===== src/design/fpl_pkg.sv =====
// Shared constants, types and coefficient tables for the float power pipeline.
package fpl_pkg;

  localparam int unsigned FB = 24;
  localparam int unsigned NS = 43;
  localparam int unsigned DIV_N = 23;

  localparam logic [1:0] ST_OK  = 2'd0;
  localparam logic [1:0] ST_DOM = 2'd1;
  localparam logic [1:0] ST_OVF = 2'd2;
  localparam logic [1:0] ST_UNF = 2'd3;

  localparam logic [31:0] POW_RESET = 32'h3F80_0000;
  localparam logic [31:0] POS_INF   = 32'h7F80_0000;
  localparam logic [32:0] T_SAT     = 33'h1_0000_0000;
  localparam logic [32:0] T_HI      = 33'(128) << FB;
  localparam logic [32:0] T_LO      = 33'(126) << FB;
  localparam logic [25:0] TWO_LN2   = 26'd48408813;

  localparam logic [31:0] SER_INIT = 32'd1864135;
  localparam logic [31:0] SER_ADD [0:3] = '{32'd2396745, 32'd3355443, 32'd5592405, 32'd16777216};
  localparam logic [31:0] EXP_INIT = 32'd2592;
  localparam logic [31:0] EXP_ADD [0:5] = '{32'd22370, 32'd161365, 32'd931204,
                                            32'd4030340, 32'd11629077, 32'd16777216};

  typedef struct packed {
    logic [1:0]        sts;
    logic signed [9:0] e;
    logic [22:0]       m;
    logic [22:0]       z;
    logic [21:0]       z2;
    logic [25:0]       lm;
    logic              lneg;
    logic              magz;
    logic [33:0]       magl;
    logic [40:0]       pl;
    logic [40:0]       ph;
    logic [57:0]       prod;
    logic [32:0]       mag;
    logic              neg;
    logic [23:0]       f;
    logic [7:0]        biased;
    logic [31:0]       res;
  } side_t;

endpackage


===== src/design/fpl_mac_cell.sv =====
// One Horner step of a fixed-point polynomial: truncated product plus coefficient.
module fpl_mac_cell (
  input  logic        clk_i,
  input  logic        en_i,
  input  logic [31:0] acc_i,
  input  logic [31:0] mul_i,
  input  logic [31:0] add_i,
  output logic [31:0] acc_o
);

  logic [63:0] prod;
  logic [31:0] acc_d;

  always_comb begin
    prod  = acc_i * mul_i;
    acc_d = 32'(prod >> fpl_pkg::FB) + add_i;
  end

  always_ff @(posedge clk_i) begin
    if (en_i) begin
      acc_o <= acc_d;
    end
  end

endmodule


===== config.mk =====
export PLATFORM = sky130hd
export DESIGN_NAME = fpl_mac_cell
export DESIGN_NICKNAME = d
export VERILOG_FILES = /design/src/design/fpl_pkg.sv /design/src/design/fpl_mac_cell.sv
export SDC_FILE = /design/constraint.sdc
export NUM_CORES = 2
export LEC_CHECK = 0
export BUFFER_PORTS_ARGS = -buffer_cell sky130_fd_sc_hd__buf_4
export CAP_MARGIN = 5
export CORE_MARGIN = 2
export CORE_UTILIZATION = 45
export CTS_BUF_LIST = sky130_fd_sc_hd__clkbuf_8
export CTS_CLUSTER_DIAMETER = 40
export DETAILED_ROUTE_END_ITERATION = 6
export GPL_TIMING_DRIVEN = 0
export MAX_ROUTING_LAYER = met4
export SLEW_MARGIN = 0
export SYNTH_ARGS = -nofsm -noshare
export SYNTH_HDL_FRONTEND = slang
export SYNTH_SLANG_ARGS = --single-unit
export TNS_END_PERCENT = 30

===== constraint.sdc =====
create_clock -name clk_i -period 13.2 [get_ports clk_i]
set_input_delay 1.98 -clock clk_i [delete_from_list [all_inputs] [get_ports clk_i]]
set_output_delay 1.98 -clock clk_i [all_outputs]
set_load 0.01 [all_outputs]

# ---- Word level (Yosys, flattened, before mapping)
# Index checks and enable logic that the tools add are counted.
dict set report word_totals {
  input_bits 98
  regBits 32
  output_inout_bits 32
}
dict set report op_classes {
  n_addsub 1
  multipliers 1
}
# op count
set op_table {}
lappend op_table {{$mul 32x32->56} 1}
lappend op_table {{$add 32x32->32} 1}

# ---- Longest topological paths before layout
dict set report logic_depth {
  depth_word 2
  mapped_depth 38
}

# ---- Worst setup path before layout
# Ideal clock, no wire load.
dict set report synth_timing {
  path_type {input to register}
  from {input mul_i[2]}
  to {register acc_o[31] (data pin)}
  t_arrival_ns 10.373
  path_stages 36
  slack_ns 2.560
  cell_sequence {clkbuf_1 and2_1 fa_1 inv_1 fa_1 fa_1 fa_1 inv_1 fa_1 inv_1 fa_1 inv_1 fa_1 fa_1 ha_1 a211oi_1 nor2_1 o221a_2 a221o_1 a21oi_1 nor2b_1 nor2_1 nor2b_1 nor2_1 xnor2_1 ha_1 or2_1 o221ai_2 o21ai_2 a221o_1 o2bb2ai_2 a21oi_4 a21oi_2 a2111oi_4 o21bai_1 xnor3_1}
}
dict set report synth_between {
  elab_chain_len 2
}
# item line
set synth_lines {}
lappend synth_lines {{start, declared} fpl_mac_cell.sv:6} ;# input logic [31:0] mul_i,
lappend synth_lines {{$mul 32x32->56} fpl_mac_cell.sv:15} ;# prod = acc_i * mul_i;
lappend synth_lines {{$add 32x32->32} fpl_mac_cell.sv:16} ;# acc_d = 32'(prod >> fpl_pkg::FB) + add_i;
lappend synth_lines {{named net acc_d[31]} fpl_mac_cell.sv:12} ;# logic [31:0] acc_d;
lappend synth_lines {{end signal, assigned} fpl_mac_cell.sv:21} ;# acc_o <= acc_d;
lappend synth_lines {{end, declared} fpl_mac_cell.sv:8} ;# output logic [31:0] acc_o
# The timed path passes the listed nets, and every way through them passes these cells.
# A chain may end at the register's enable or synchronous reset.

# ---- Worst setup path after layout
dict set report layout_timing {
  from {input mul_i[9]}
  to {register acc_o[30] (data pin)}
}
# The elaborated chain is that of the path after synthesis.

==> flow_summary.yaml <==
die:
  rows: 98
  chipWidth_um: 273
  fp.coreArea_sq_mm: 0.0716
  boundaryPins: 130
  floorplan.initialDensity_pct: 45.5
  die_h_um: 273
  die_area_sq_mm: 0.0746
logic_synthesis:
  yosys.area.top_type: "fa_1"
  syn-num-nets: 4754
  synthCells: 3544
  ys_warn_count: 0
  ys_ff_latch: 32
  ys.flop_type: "edfxtp_1"
  synthesis.area_sq_mm: 0.0326
  yosys.area.top_type_share_pct: 53.4
  yosys.cell_types.count: 59
  ys_seq_area_share_pct: 2.95
  yosys-top-cells-area: "fa_1, inv_1, ha_1"
  syn_area_per_cell_sq_um: 9.20
  async_reset_ff_share_pct: 0
  synth_edf_count: 32
cells_and_area:
  seq_area_sq_um: 961
  drive_gt1_share_pct: 4.22
  top_regs: "acc_o (32)"
  largest_register_ffs: 32
  fin_nets: 4885
  regMostFlops: "acc_o"
  area.growth.synth_to_final_pct: 6.89
  final_common_cell: "fa_1"
  multi_input_area_sq_mm: 0.0278
  final_cell_mix: "fa_1, inv_1, nand2_1, and2_1, ha_1"
  n_fill_cell: 7070
  final_util_pct: 48.7
sta:
  final.setup.worst_slack_ns: 0.458
  fmax_ghz: 0.0785
  maxSlewViolCount: 0
  relSlewSlack_pct: 18.7
  setup_violations: 0
  hold_viol: 0
  tightest_slew_ns: 1.22
  finalSetupTns_ns: 0
  fin_crit_sh_pct: 96.5
  period_minus_slack_ns: 12.74
  rsz0062_at_grt: "no"
placed_design:
  place.detailed.hpwl_mm: 101
  gp_congestion: 1.02
  io_buffer_count: 126
  post-place-ws_ns: 0.235
grt:
  grt_overflow_total: 0
  grt_max_degree: 33
  antenna_found_initial: 7
  grt_usage_pct: 34.4
  grt_pass1_vias: 27200
  grt_pass1_wl_mm: 178
clocking:
  clock_path_buffers: 2
  h-tree-depth: 2
  postCtsSetupRepairBufs: 0
  tritoncts: "built"
  cts-root-buf: "clkbuf_8"
  cts_buffers: 5
  cts.sinks: 32
  clk_pin_slew_ns: 0.08
run_status:
  status: "complete, no violations"
route:
  postRouteAntennaNets: 0
  drtIter0Drc: 1850
  wl_per_cell_um: 25.9
  vias_per_cell: 5.41
  vias: 25100
  wl_mm: 120
  firstDrtPassIters: 6
  remaining_drc_errors: 0
critical_path:
  critical_path_class: "in2reg"
  cpMostUsedCell: "fa_1"
  crit_slowest_cell: "clkbuf_1"
  cp-end-kind: "flop"
  required_ns: 13.26
  cp-start-kind: "input port"
  crit_arrival_ns: 12.80
  cpPeakStageDelay_ns: 0.76
  path_max_fanout: 11
run:
  drv_cap: 0
worst_hold_path:
  hold_path_class: "in2reg"
==> stage by stage <==
step	hold slack (ns)	cells	area (sq um)
after floorplan	2.09	3544	32600
after global placement	2.28	4620	34700
after detailed placement	2.29	4620	34700
after CTS	1.97	4628	34800
after global routing	1.96	4628	34800
final	1.97	4632	34900
==> Yosys cell counts (all sizes together), types with 16 or more instances <==
cell / n
edfxtp: 32
clkbuf: 188
ha: 242
xnor2: 52
a21o: 27
a21oi: 48
nand2: 565
fa: 870
and2: 458
o21ai: 31
xor2: 16
inv: 840
nor2: 47
==> final cells by class <==
type                       instances  share of cell area [%]
buffer                           186                    2.02
sequential                        32                    2.76
timing repair buffer             126                    2.71
multi-input combinational       2484                    79.7
clock buffer                       5                   0.197
clock inverter                     3                  0.0682
tap                              950                    3.41
inverter                         840                    9.04
antenna                            6                  0.0431
==> final timing paths <==
check	from	endpoint	slack [ns]	cells past startpoint
worst max-delay path	mul_i[9]	acc_o[30]	0.46	35
worst min-delay path	add_i[0]	acc_o[0]	1.97	2
==> worst max-delay path: cells and delay by family <==
family | cells | cell delay [ns]
buf+inv | 6 | 1.16
xor+xnor | 2 | 0.30
simple gates | 2 | 0.31
fa+ha+maj | 11 | 5.08
compound gates | 14 | 3.96
==> logic make-up after synthesis <==
group / after synthesis / synth area share, %
DFF: 32 / 2.95
AOI/OAI and AO/OA: 168 / 3.62
adders and majority gates: 1112 / 62.7
and+or+nand+nor: 1135 / 17.0
xor gates and xnor gates: 69 / 1.90
buffers and inverters: 1028 / 11.8
==> per-layer routing <==
| metal | routed length [um] | vias to the layer above | GRT usage [%] | share of wire (%) |
|---|---|---|---|---|
| li1 | - | 10500 | - | - |
| met1 | 45100 | 13000 | 42.1 | 38 |
| met2 | 55900 | 1194 | 54.4 | 47 |
| met3 | 9560 | 356 | 5.34 | 8.0 |
| met4 | 9180 | 0 | 19.6 | 7.7 |
| met5 | 0 | - | - | 0 |
==> repair_timing <==
action | 4_1_cts | 5_1_grt
gates resized for setup | 0 | 19
hold buffers | 0 | 0
endpoints found under the setup margin | 0 | 2
Power is not shown: default switching activity piles up to over one toggle a cycle in this logic, so the estimate is an artifact.
