--- src/design/fpl_div_cell.sv ---
// One restoring division step that produces one quotient bit per cycle while en_i is high.
module fpl_div_cell (
  input  logic        clk_i,
  input  logic        en_i,
  input  logic [24:0] rem_i,
  input  logic [24:0] div_i,
  input  logic [22:0] q_i,
  output logic [24:0] rem_o,
  output logic [22:0] q_o
);

  logic [25:0] r2;
  logic        ge;
  logic [25:0] diff;
  logic [24:0] rem_d;
  logic [22:0] q_d;

  always_comb begin
    r2    = {rem_i, 1'b0};
    diff  = r2 - {1'b0, div_i};
    ge    = r2 >= {1'b0, div_i};
    rem_d = ge ? diff[24:0] : r2[24:0];
    q_d   = {q_i[21:0], ge};
  end

  always_ff @(posedge clk_i) begin
    if (en_i) begin
      rem_o <= rem_d;
      q_o   <= q_d;
    end
  end

endmodule

--- config.mk ---
export PLATFORM = sky130hd
export DESIGN_NAME = fpl_div_cell
export DESIGN_NICKNAME = d
export VERILOG_FILES = /design/src/design/fpl_div_cell.sv
export SDC_FILE = /design/constraint.sdc
export NUM_CORES = 1
export LEC_CHECK = 0
export BUFFER_PORTS_ARGS = -buffer_cell sky130_fd_sc_hd__buf_2
export CORE_MARGIN = 2
export CORE_UTILIZATION = 35
export DETAILED_ROUTE_END_ITERATION = 10
export PLACE_DENSITY = 0.62
export SYNTH_ARGS = -nofsm -noshare
export SYNTH_HDL_FRONTEND = slang
export SYNTH_SLANG_ARGS = --single-unit
--- constraint.sdc ---
create_clock -name clk_i -period 3.1 [get_ports clk_i]
set_input_delay 0 -clock clk_i [delete_from_list [all_inputs] [get_ports clk_i]]
set_output_delay 0 -clock clk_i [all_outputs]
set_load 0.03 [all_outputs]
-- Yosys cells after proc, flatten, opt, wreduce, memory -nomap -nowiden
Index checks and enable logic that the tools add are counted.
- register bits after elaboration: 48
- bits of input ports: 75
- output and inout bits: 48
- word-level logic and storage cells: 6
- $add $sub $neg: 1
- order comparisons: 1
- muxes and demuxes: 1
- operators with widths (operator ; count):
    greater-or-equal comparator 26 x 25 -> 1 bit ; 1
    2-to-1 mux 25 bit ; 1
    subtractor 25 bit ; 1

-- Depth between registers and ports, before layout
Gate-level depths: netlist (run 1).
- word-level depth: 2
- gate-level depth with buffers: 13

-- Worst setup path before layout (run 1)
Ideal clock, no wire load.
- path kind: input port to flip-flop
- from: input rem_i[0]
- to: register rem_o[10] (data pin)
- data arrival time: 2.307 ns
- required time: 2.840 ns
- setup slack: 0.533 ns
- stages: 12
- cells stage by stage: inv_1 > fa_1 > nand2b_1 > a211oi_1 > o2111ai_1 > a31o_1 > buf_6 > o21a_1 > buf_6 > inv_8 > buf_12 > mux2_4
- word-level cells in the longest chain between the ends: 2
- RTL lines (element ; line ; text):
    from (decl) ; 5 ; input logic [24:0] rem_i,
    greater-or-equal comparator 26 x 25 -> 1 bit ; 21 ; ge = r2 >= {1'b0, div_i};
    named net ge ; 13 ; logic ge;
    2-to-1 mux 25 bit ; 22 ; rem_d = ge ? diff[24:0] : r2[24:0];
    named net rem_d[10] ; 15 ; logic [24:0] rem_d;
    to (signal assigned) ; 28 ; rem_o <= rem_d;
    to (decl) ; 8 ; output logic [24:0] rem_o,
The timed path passes the listed nets, and every way through them passes these cells.
A chain may end at the register's enable or synchronous reset.

-- Final worst setup path (run 1)
- from: input rem_i[8]
- to: register rem_o[17] (data pin)
- word-level cells in the longest chain between the ends: 2
- RTL lines (element ; line):
    subtractor 25 bit or greater-or-equal comparator 26 x 25 -> 1 bit (tied branches) ; 20, 21
    2-to-1 mux 25 bit (*) ; 22
    named net rem_d[17] ; 15
Mark *: on every way through the listed nets, which the timed path passes. The rest lies on a longest branch.

==> results.toml, run 1 <==
[sta]
hold_slack_ns = 0.0116
finalSetupViolCount = 0
fmax_ghz = 0.343
max-slew-margin-rel = 0.291
setup_tns_ns = 0
slew_viol_final = 0
finalCritPeriodShare = 0.940
hold_viol_final = 0
worst_slew_pin_slew_ns = 1.06
rsz0062_at_grt = "no"
period_minus_slack_ns = 2.91

[final_layout]
fin_nets = 578
final_common_cell = "buf_2"
layout-drive-gt1-share = 0.343
multi_input_area_um2 = 1750
layout_common_cells = "buf_2, edfxtp_1, inv_1"
num_antenna_cells = 0
synthToLayoutAreaGrowth_pct = 30.1
seq_area_um2 = 1440
final_cell_area_um2 = 4500
fill_cells = 920

[detailed_routing]
vias_per_cell = 5.01
drt_wl_total_mm = 9.31
drt-initial-drc-count = 125
drc = 0
dr.pass1.iters = 4
wl_per_cell_um = 15.2
vias = 3059
ant_nets = 0

[logic_synthesis]
yosys.area.top_type_share = 0.417
ys_ff_latch = 48
synthTopCellsByArea = "edfxtp_1, ha_1, inv_1"
syn_area_um2 = 3460
syn_avg_cell_area_um2 = 10.5
synthArstFlopShare = 0
ys.flop_type = "edfxtp_1"
synth_edf_count = 48
ys_warn_count = 0
ys_seq_area_frac = 0.417
yosysTopAreaCell = "edfxtp_1"
synthesis.nets = 430
netlist_instances = 329
yosysUniqueCellTypes = 62

[global_route]
antenna_found_initial = 0
grt-ovfl-total = 0
grt_pass1_wl_mm = 14.7
grt_max_degree = 49
global_route.usage.met3 = 0.0249
grtUsageMet1 = 0.238
busiest_layer = "met2"
track_usage = 0.176
grt_pass1_vias = 2988
gr-usage-met2 = 0.301

[floorplanning]
coreArea_um2 = 9680
initial_utilization = 0.357
die_width_um = 103
dieArea_um2 = 10700
die_h_um = 103
ios = 123
fp-row-count = 36

[clock_tree]
cts-root-buf = "clkbuf_8"
path_clk_slew_ns = 0.10
cts_max_path_buffers = 2
htreeDepth = 2
clock_sinks = 48
cts_hold_buf = 24
cts_buffers = 5
cts_resized = 0
tritoncts = "yes"
cts_setup_buffers = 0

[power]
switchingPower_uw = 694
leakagePower_nw = 2.01
pwr-share-seq = 0.423
combPwrFrac = 0.380
switching_share = 0.354
intPower_mw = 1.26
peakVddDrop_mv = 0.185
clockPowerShare = 0.196
power.density_nw_per_um2 = 436

[critical_path]
slowest_delay_ns = 0.59
worstSetupPathType = "primary input to flip-flop"
critPathBufInv = 3
slowest_stage = "or4_1"
crit_family = "simple AND/OR/NAND/NOR gates"
cp_max_fo = 9
crit_path_cell_trace = "dlygate4sd3_1 > buf_2 > ha_1 > nand4_1 > or4_1 > nor3_2 > a2111oi_4 > o21a_1 > buf_4 > o31a_2"
cp-start-kind = "primary input"
cp.arrival_ns = 2.98
cp.required_ns = 3.17
crit_path_end_kind = "flip-flop"

[job]
maxCapViolations = 0

[placement]
dpl.hpwl_mm = 7.08
place_area_um2 = 4170
io_buffers = 121
gp_congestion = 0.878

[worst_hold_path]
min_path_type = "primary input to flip-flop"

[outcome]
status = "finished, final reports clean"
==> cell type report <==
cell class	instances	share of cell area
clock buffer	5	0.0153
multi-input combinational	234	0.390
tap	133	0.0370
clock inverter	3	0.00417
sequential	48	0.321
inverter	34	0.0301
timing repair buffer	154	0.203
==> power groups by stage <==
| stage | sequential [mW] | combinational [mW] | clock [mW] |
|---|---|---|---|
| CTS | 0.830 | 0.750 | 0.408 |
| global placement | 0.844 | 0.718 | 0 |
| detailed placement | 0.844 | 0.725 | 0 |
| floorplan | 1.01 | 0.361 | 0 |
| finish | 0.829 | 0.745 | 0.385 |
| global route | 0.839 | 0.820 | 0.429 |
==> registers in the layout, summed over array words and instances, names as in the netlist <==
register and flops:
rem_o 25, q_o 23
==> worst paths after layout <==
path | end | from | cells past startpoint
max | rem_o[17] | rem_i[8] | 10
min | rem_o[5] | rem_i[4] | 2
==> cell usage after synthesis (4+ instances only) <==
cell type / instances
a211oi_1: 6
a21o_1: 4
a21oi_1: 21
buf_6: 5
edfxtp_1: 48
ha_1: 25
inv_1: 33
mux2_2: 6
mux2_4: 8
nand2_1: 25
nand3_1: 4
nand4_1: 6
nor2_1: 17
nor3_1: 6
o211ai_1: 8
o21a_1: 9
o21ai_0: 20
o31ai_1: 7
xnor2_1: 7
xor2_1: 7
==> per-layer routing <==
| layer | routed length, um | part of all wire |
|---|---|---|
| met1 | 4260 | 0.46 |
| met5 | 0 | 0 |
| met4 | 72 | 0.0077 |
| met3 | 592 | 0.064 |
| met2 | 4390 | 0.47 |
==> per-stage QoR <==
step                 util  power (mW)  cells  worst slack, ns
finish              0.464        1.96    611            0.187
global placement    0.430        1.56    579            0.367
floorplan               -        1.37    329            0.533
global route        0.464        2.09    611           0.0459
detailed placement  0.430        1.57    579            0.349
CTS                 0.464        1.99    611            0.172
==> logic make-up (layout without fill, tap and decap cells) <==
logic type,Yosys count,after routing,share of synthesized area
AO/OA/AOI/OAI,100,100,0.200
AND/OR/NAND/NOR,79,79,0.118
flip-flops,48,48,0.417
buffers and inverters,47,196,0.0760
adder cells (fa/ha/maj),26,26,0.0963
multiplexers,15,15,0.0572
XOR/XNOR,14,14,0.0355
Note: power is estimated with default switching activity, not from simulation.
==> run 2, diff against run 1 <==
==> constraint.sdc (replaced) <==
create_clock -name clk_i -period 3.5 [get_ports clk_i]
set_input_delay 0 -clock clk_i [delete_from_list [all_inputs] [get_ports clk_i]]
set_output_delay 0 -clock clk_i [all_outputs]
set_load 0.03 [all_outputs]
==> run 2 against run 1 <==
Hold slack got worse by 0.0031 ns. Die area unchanged. Total power decreased by 5.1%. Clock power increased by 24%. Routed wire length decreased by 2.7%. Non-clock buffer count decreased by 4. First-iteration DRC count unchanged. Sequential share of layout area decreased by 0.13 points. Critical endpoint unchanged. Largest cell class unchanged. Highest routed layer unchanged.
==> results.toml, run 2 (synthesized netlist as in run 1, its figures left out) <==
[worst_hold_path]
min_path_type = "primary input to flip-flop"
whs_path_depth = 2
hold_start = "rem_i[6]"

[sta]
finalCritPeriodShare = 0.866
fmax_ghz = 0.330
finalSetupViolCount = 0
max-slew-margin-rel = 0.287
worst_slew_pin_slew_ns = 1.07
rsz0062_at_grt = "no"
slew_viol_final = 0
setup_ws_ns = 0.470
period_minus_slack_ns = 3.03
hold_viol_final = 0
setup_tns_ns = 0

[clock_tree]
cts_setup_buffers = 0
cts-root-buf = "clkbuf_8"
htreeDepth = 2
path_clk_slew_ns = 0.10
cts_buffers = 5
cts_max_path_buffers = 2
cts_resized = 0
clock_sinks = 48
tritoncts = "yes"

[critical_path]
crit_end = "rem_o[17]"
worstSetupPathType = "primary input to flip-flop"
crit_start = "rem_i[8]"
cp_max_fo = 11
crit_path_end_kind = "flip-flop"
cp.required_ns = 3.58
cp-start-kind = "primary input"
cp.arrival_ns = 3.11

[floorplanning]
coreArea_um2 = 9680
die_width_um = 103
dieArea_um2 = 10700
die_h_um = 103
fp-row-count = 36
initial_utilization = 0.357
ios = 123

[power]
power.total_mw = 1.86
peakVddDrop_mv = 0.153
power.density_nw_per_um2 = 412
leakagePower_nw = 2.02

[placement]
gp_congestion = 0.877
dpl.hpwl_mm = 6.95
dp.cells = 572
place_ws_ns = 0.554
io_buffers = 121

[final_layout]
final_common_cell = "buf_2"
fill_cells = 969
layout_common_cells = "buf_2, edfxtp_1, inv_1"
largest_reg_flops = 25
multi_input_area_um2 = 1750
layout-drive-gt1-share = 0.332
regMostFlops = "rem_o"
top_regs = "rem_o (25), q_o (23)"
instances_no_fill = 606
fin_nets = 574
num_antenna_cells = 0
synthToLayoutAreaGrowth_pct = 30.6
seq_area_um2 = 1440

[outcome]
status = "finished, final reports clean"

[detailed_routing]
drc = 0
ant_nets = 0
vias_per_cell = 4.95
dr.pass1.iters = 4
wl_per_cell_um = 14.9
drt_wl_total_mm = 9.06
drt-initial-drc-count = 125
vias = 3000

[global_route]
track_usage = 0.170
grt_pass1_wl_mm = 14.0
grt_pass1_vias = 2867
grt-ovfl-total = 0
antenna_found_initial = 0
grt_max_degree = 49

[job]
maxCapViolations = 0
==> run 2: worst min path at each step <==
stage	slack, ns	to
floorplan	0.1	q_o[10]
global placement	0.18	q_o[5]
detailed placement	0.18	q_o[7]
CTS	0.002	rem_o[5]
global route	0.003	rem_o[7]
finish	0.009	rem_o[7]
==> run 2: metrics by stage <==
stage,area (um2),utilization,hold slack [ns]
floorplan,3460,-,0.0989
global placement,4120,0.425,0.177
detailed placement,4120,0.425,0.178
CTS,4510,0.465,0.00198
global route,4520,0.466,0.00257
finish,4520,0.466,0.00851
==> run 2: final cells by class <==
type                       count  area share
multi-input combinational    234       0.388
sequential                    48       0.319
timing repair buffer         150       0.197
tap                          133      0.0369
inverter                      34      0.0299
clock buffer                   5      0.0152
clock inverter                 2      0.0133
==> run 2: what timing repair did <==
item | in CTS | in global routing
hold buffers | 26 | 1
setup endpoints to repair | 0 | 0
hold endpoints to repair | 26 | 1
==> run 2: critical path, stage by stage <==
cell and delay (ns):
dlygate4sd3_1 0.53, buf_2 0.13, ha_1 0.39, nand4_1 0.21, or4_1 0.59, nor3_2 0.31
a2111oi_4 0.16, o21a_1 0.22, buf_4 0.22, o31a_2 0.35
==> run 2: power by group <==
part           switching, mW  leakage [nW]  internal, mW  total (mW)
logic                  0.393          1.48         0.257       0.650
registers             0.0146         0.470         0.719       0.733
clock network          0.195        0.0642         0.281       0.476
==> run 2: per-layer routing <==
| layer | up-vias | share of wire | GRT usage | wire length (um) |
|---|---|---|---|---|
| li1 | 1518 | - | - | - |
| met1 | 1372 | 0.45 | 0.231 | 4110 |
| met2 | 102 | 0.46 | 0.280 | 4190 |
| met3 | 8 | 0.074 | 0.0323 | 668 |
| met4 | 0 | 0.010 | 0.0425 | 92 |
| met5 | - | 0 | 0 | 0 |
==> run 3, diff against run 2 <==
--- a/config.mk
+++ b/config.mk
@@ -7,9 +7,9 @@
 export LEC_CHECK = 0
 export BUFFER_PORTS_ARGS = -buffer_cell sky130_fd_sc_hd__buf_2
 export CORE_MARGIN = 2
-export CORE_UTILIZATION = 35
+export CORE_UTILIZATION = 40
 export DETAILED_ROUTE_END_ITERATION = 10
-export PLACE_DENSITY = 0.62
+export PLACE_DENSITY = 0.68
 export SYNTH_ARGS = -nofsm -noshare
 export SYNTH_HDL_FRONTEND = slang
 export SYNTH_SLANG_ARGS = --single-unit
==> run 3 against run 2 <==
Combinational power down 1%. Via count down 1.0%. Sequential power about the same. Utilization up 6.8 points. Setup slack better by 0.42 ns. Flip-flop and latch count unchanged. Critical endpoint is now rem_o[12]. Largest cell class unchanged. Highest routed layer unchanged.
==> results.toml, run 3 (synthesized netlist as in run 1, its figures left out) <==
[sta]
finalSetupViolCount = 0
fmax_ghz = 0.383
setup_ws_ns = 0.891
period_minus_slack_ns = 2.61
rsz0062_at_grt = "no"
finalCritPeriodShare = 0.745
worst_slew_pin_slew_ns = 1.08
hold_viol_final = 0
max-slew-margin-rel = 0.279
setup_tns_ns = 0
slew_viol_final = 0

[clock_tree]
htreeDepth = 2
cts_resized = 0
tritoncts = "yes"
clock_sinks = 48
cts_hold_buf = 22
cts_buffers = 5
cts-root-buf = "clkbuf_8"
path_clk_slew_ns = 0.10
cts_max_path_buffers = 2
cts_setup_buffers = 0

[critical_path]
slowest_delay_ns = 0.68
cp_max_fo = 16
worstSetupPathType = "primary input to flip-flop"
cp.arrival_ns = 2.66
crit_start = "rem_i[18]"
slowest_stage = "a2111oi_4"
crit_path_end_kind = "flip-flop"
crit_path_cell_trace = "buf_2 > ha_1 > a21oi_1 > o21ai_1 > a211o_1 > a2111oi_4 > o21a_1 > inv_8 > mux2_4"
cp-start-kind = "primary input"
cp.required_ns = 3.55

[final_layout]
final_util = 0.534
layout-drive-gt1-share = 0.335
top_regs = "rem_o (25), q_o (23)"
largest_reg_flops = 25
regMostFlops = "rem_o"
layout_common_cells = "buf_2, edfxtp_1, inv_1"
synthToLayoutAreaGrowth_pct = 28.2
final_common_cell = "buf_2"
num_antenna_cells = 0
fin_nets = 569

[power]
peakVddDrop_mv = 0.195
leakagePower_nw = 2.00
power.density_nw_per_um2 = 419

[global_route]
grt-ovfl-total = 0
track_usage = 0.182
antenna_found_initial = 0
grt_pass1_wl_mm = 14.1
grt_pass1_vias = 2865
grt_max_degree = 49

[worst_hold_path]
whs_path_depth = 2
hold_start = "rem_i[6]"
hold_end = "rem_o[7]"
min_path_type = "primary input to flip-flop"

[detailed_routing]
dr.pass1.iters = 4
drt_wl_total_mm = 8.66
vias_per_cell = 5.18
wl_per_cell_um = 15.1
vias = 2969
drc = 0
drt-initial-drc-count = 94
ant_nets = 0

[placement]
gp_congestion = 0.822
io_buffers = 121
dpl.hpwl_mm = 6.61
place_ws_ns = 0.592

[floorplanning]
dieArea_um2 = 9400
initial_utilization = 0.417
die_width_um = 97.0
die_h_um = 97.0
ios = 123
coreArea_um2 = 8300
fp-row-count = 33

[job]
maxCapViolations = 0

[outcome]
status = "finished, final reports clean"
-- run 3: cell count changes in the layout (fill, tap and decap cells not counted) --
cell / before / now
dlygate4sd3_1: 27 / 22
-- run 3: metrics by stage --
step	area (um2)	hold slack, ns	std cells	total power [mW]
2_1_floorplan	3460	0.0989	329	1.21
3_3_place_gp	4080	0.176	544	1.36
3_5_place_dp	4080	0.178	544	1.37
4_1_cts	4430	0.00878	573	1.87
5_1_grt	4430	0.00759	573	1.96
6_report	4430	0.00775	573	1.85
-- run 3: area by class of cell --
| class | count | area [um2] |
|---|---|---|
| tap | 105 | 131 |
| multi-input combinational | 234 | 1750 |
| clock buffer | 5 | 68.8 |
| inverter | 34 | 135 |
| sequential | 48 | 1440 |
| clock inverter | 2 | 60.1 |
| fill | 802 | 3870 |
| timing repair buffer | 145 | 841 |
-- run 3: critical path, delay by kind of cell --
kind / cells / cell delay [ns]
buffers and inverters: 2 / 0.22
muxes: 1 / 0.31
adders and majority gates: 1 / 0.42
AOI/OAI and AO/OA: 5 / 1.71
-- run 3: power by group --
part	internal (mW)	leakage, nW	switching, mW	total [mW]
sequential	0.719	0.470	0.0144	0.733
combinational	0.253	1.46	0.388	0.641
clock	0.281	0.0642	0.199	0.480
-- run 3: how the worst max path moves through the flow --
stage | end | slack [ns] | depth (start not counted)
after CTS | rem_o[12] | 0.92 | 9
after global placement | rem_o[14] | 0.57 | 9
final | rem_o[12] | 0.89 | 9
after floorplan | rem_o[10] | 0.93 | 12
after global routing | rem_o[12] | 0.74 | 9
after detailed placement | rem_o[11] | 0.59 | 9
-- run 3: metal layers --
metal,wire length [um],vias up,global-route usage
met2,3940,99,0.298
met1,4160,1358,0.255
met4,42,0,0.0325
met3,521,4,0.0354
li1,-,1508,-
met5,0,-,0
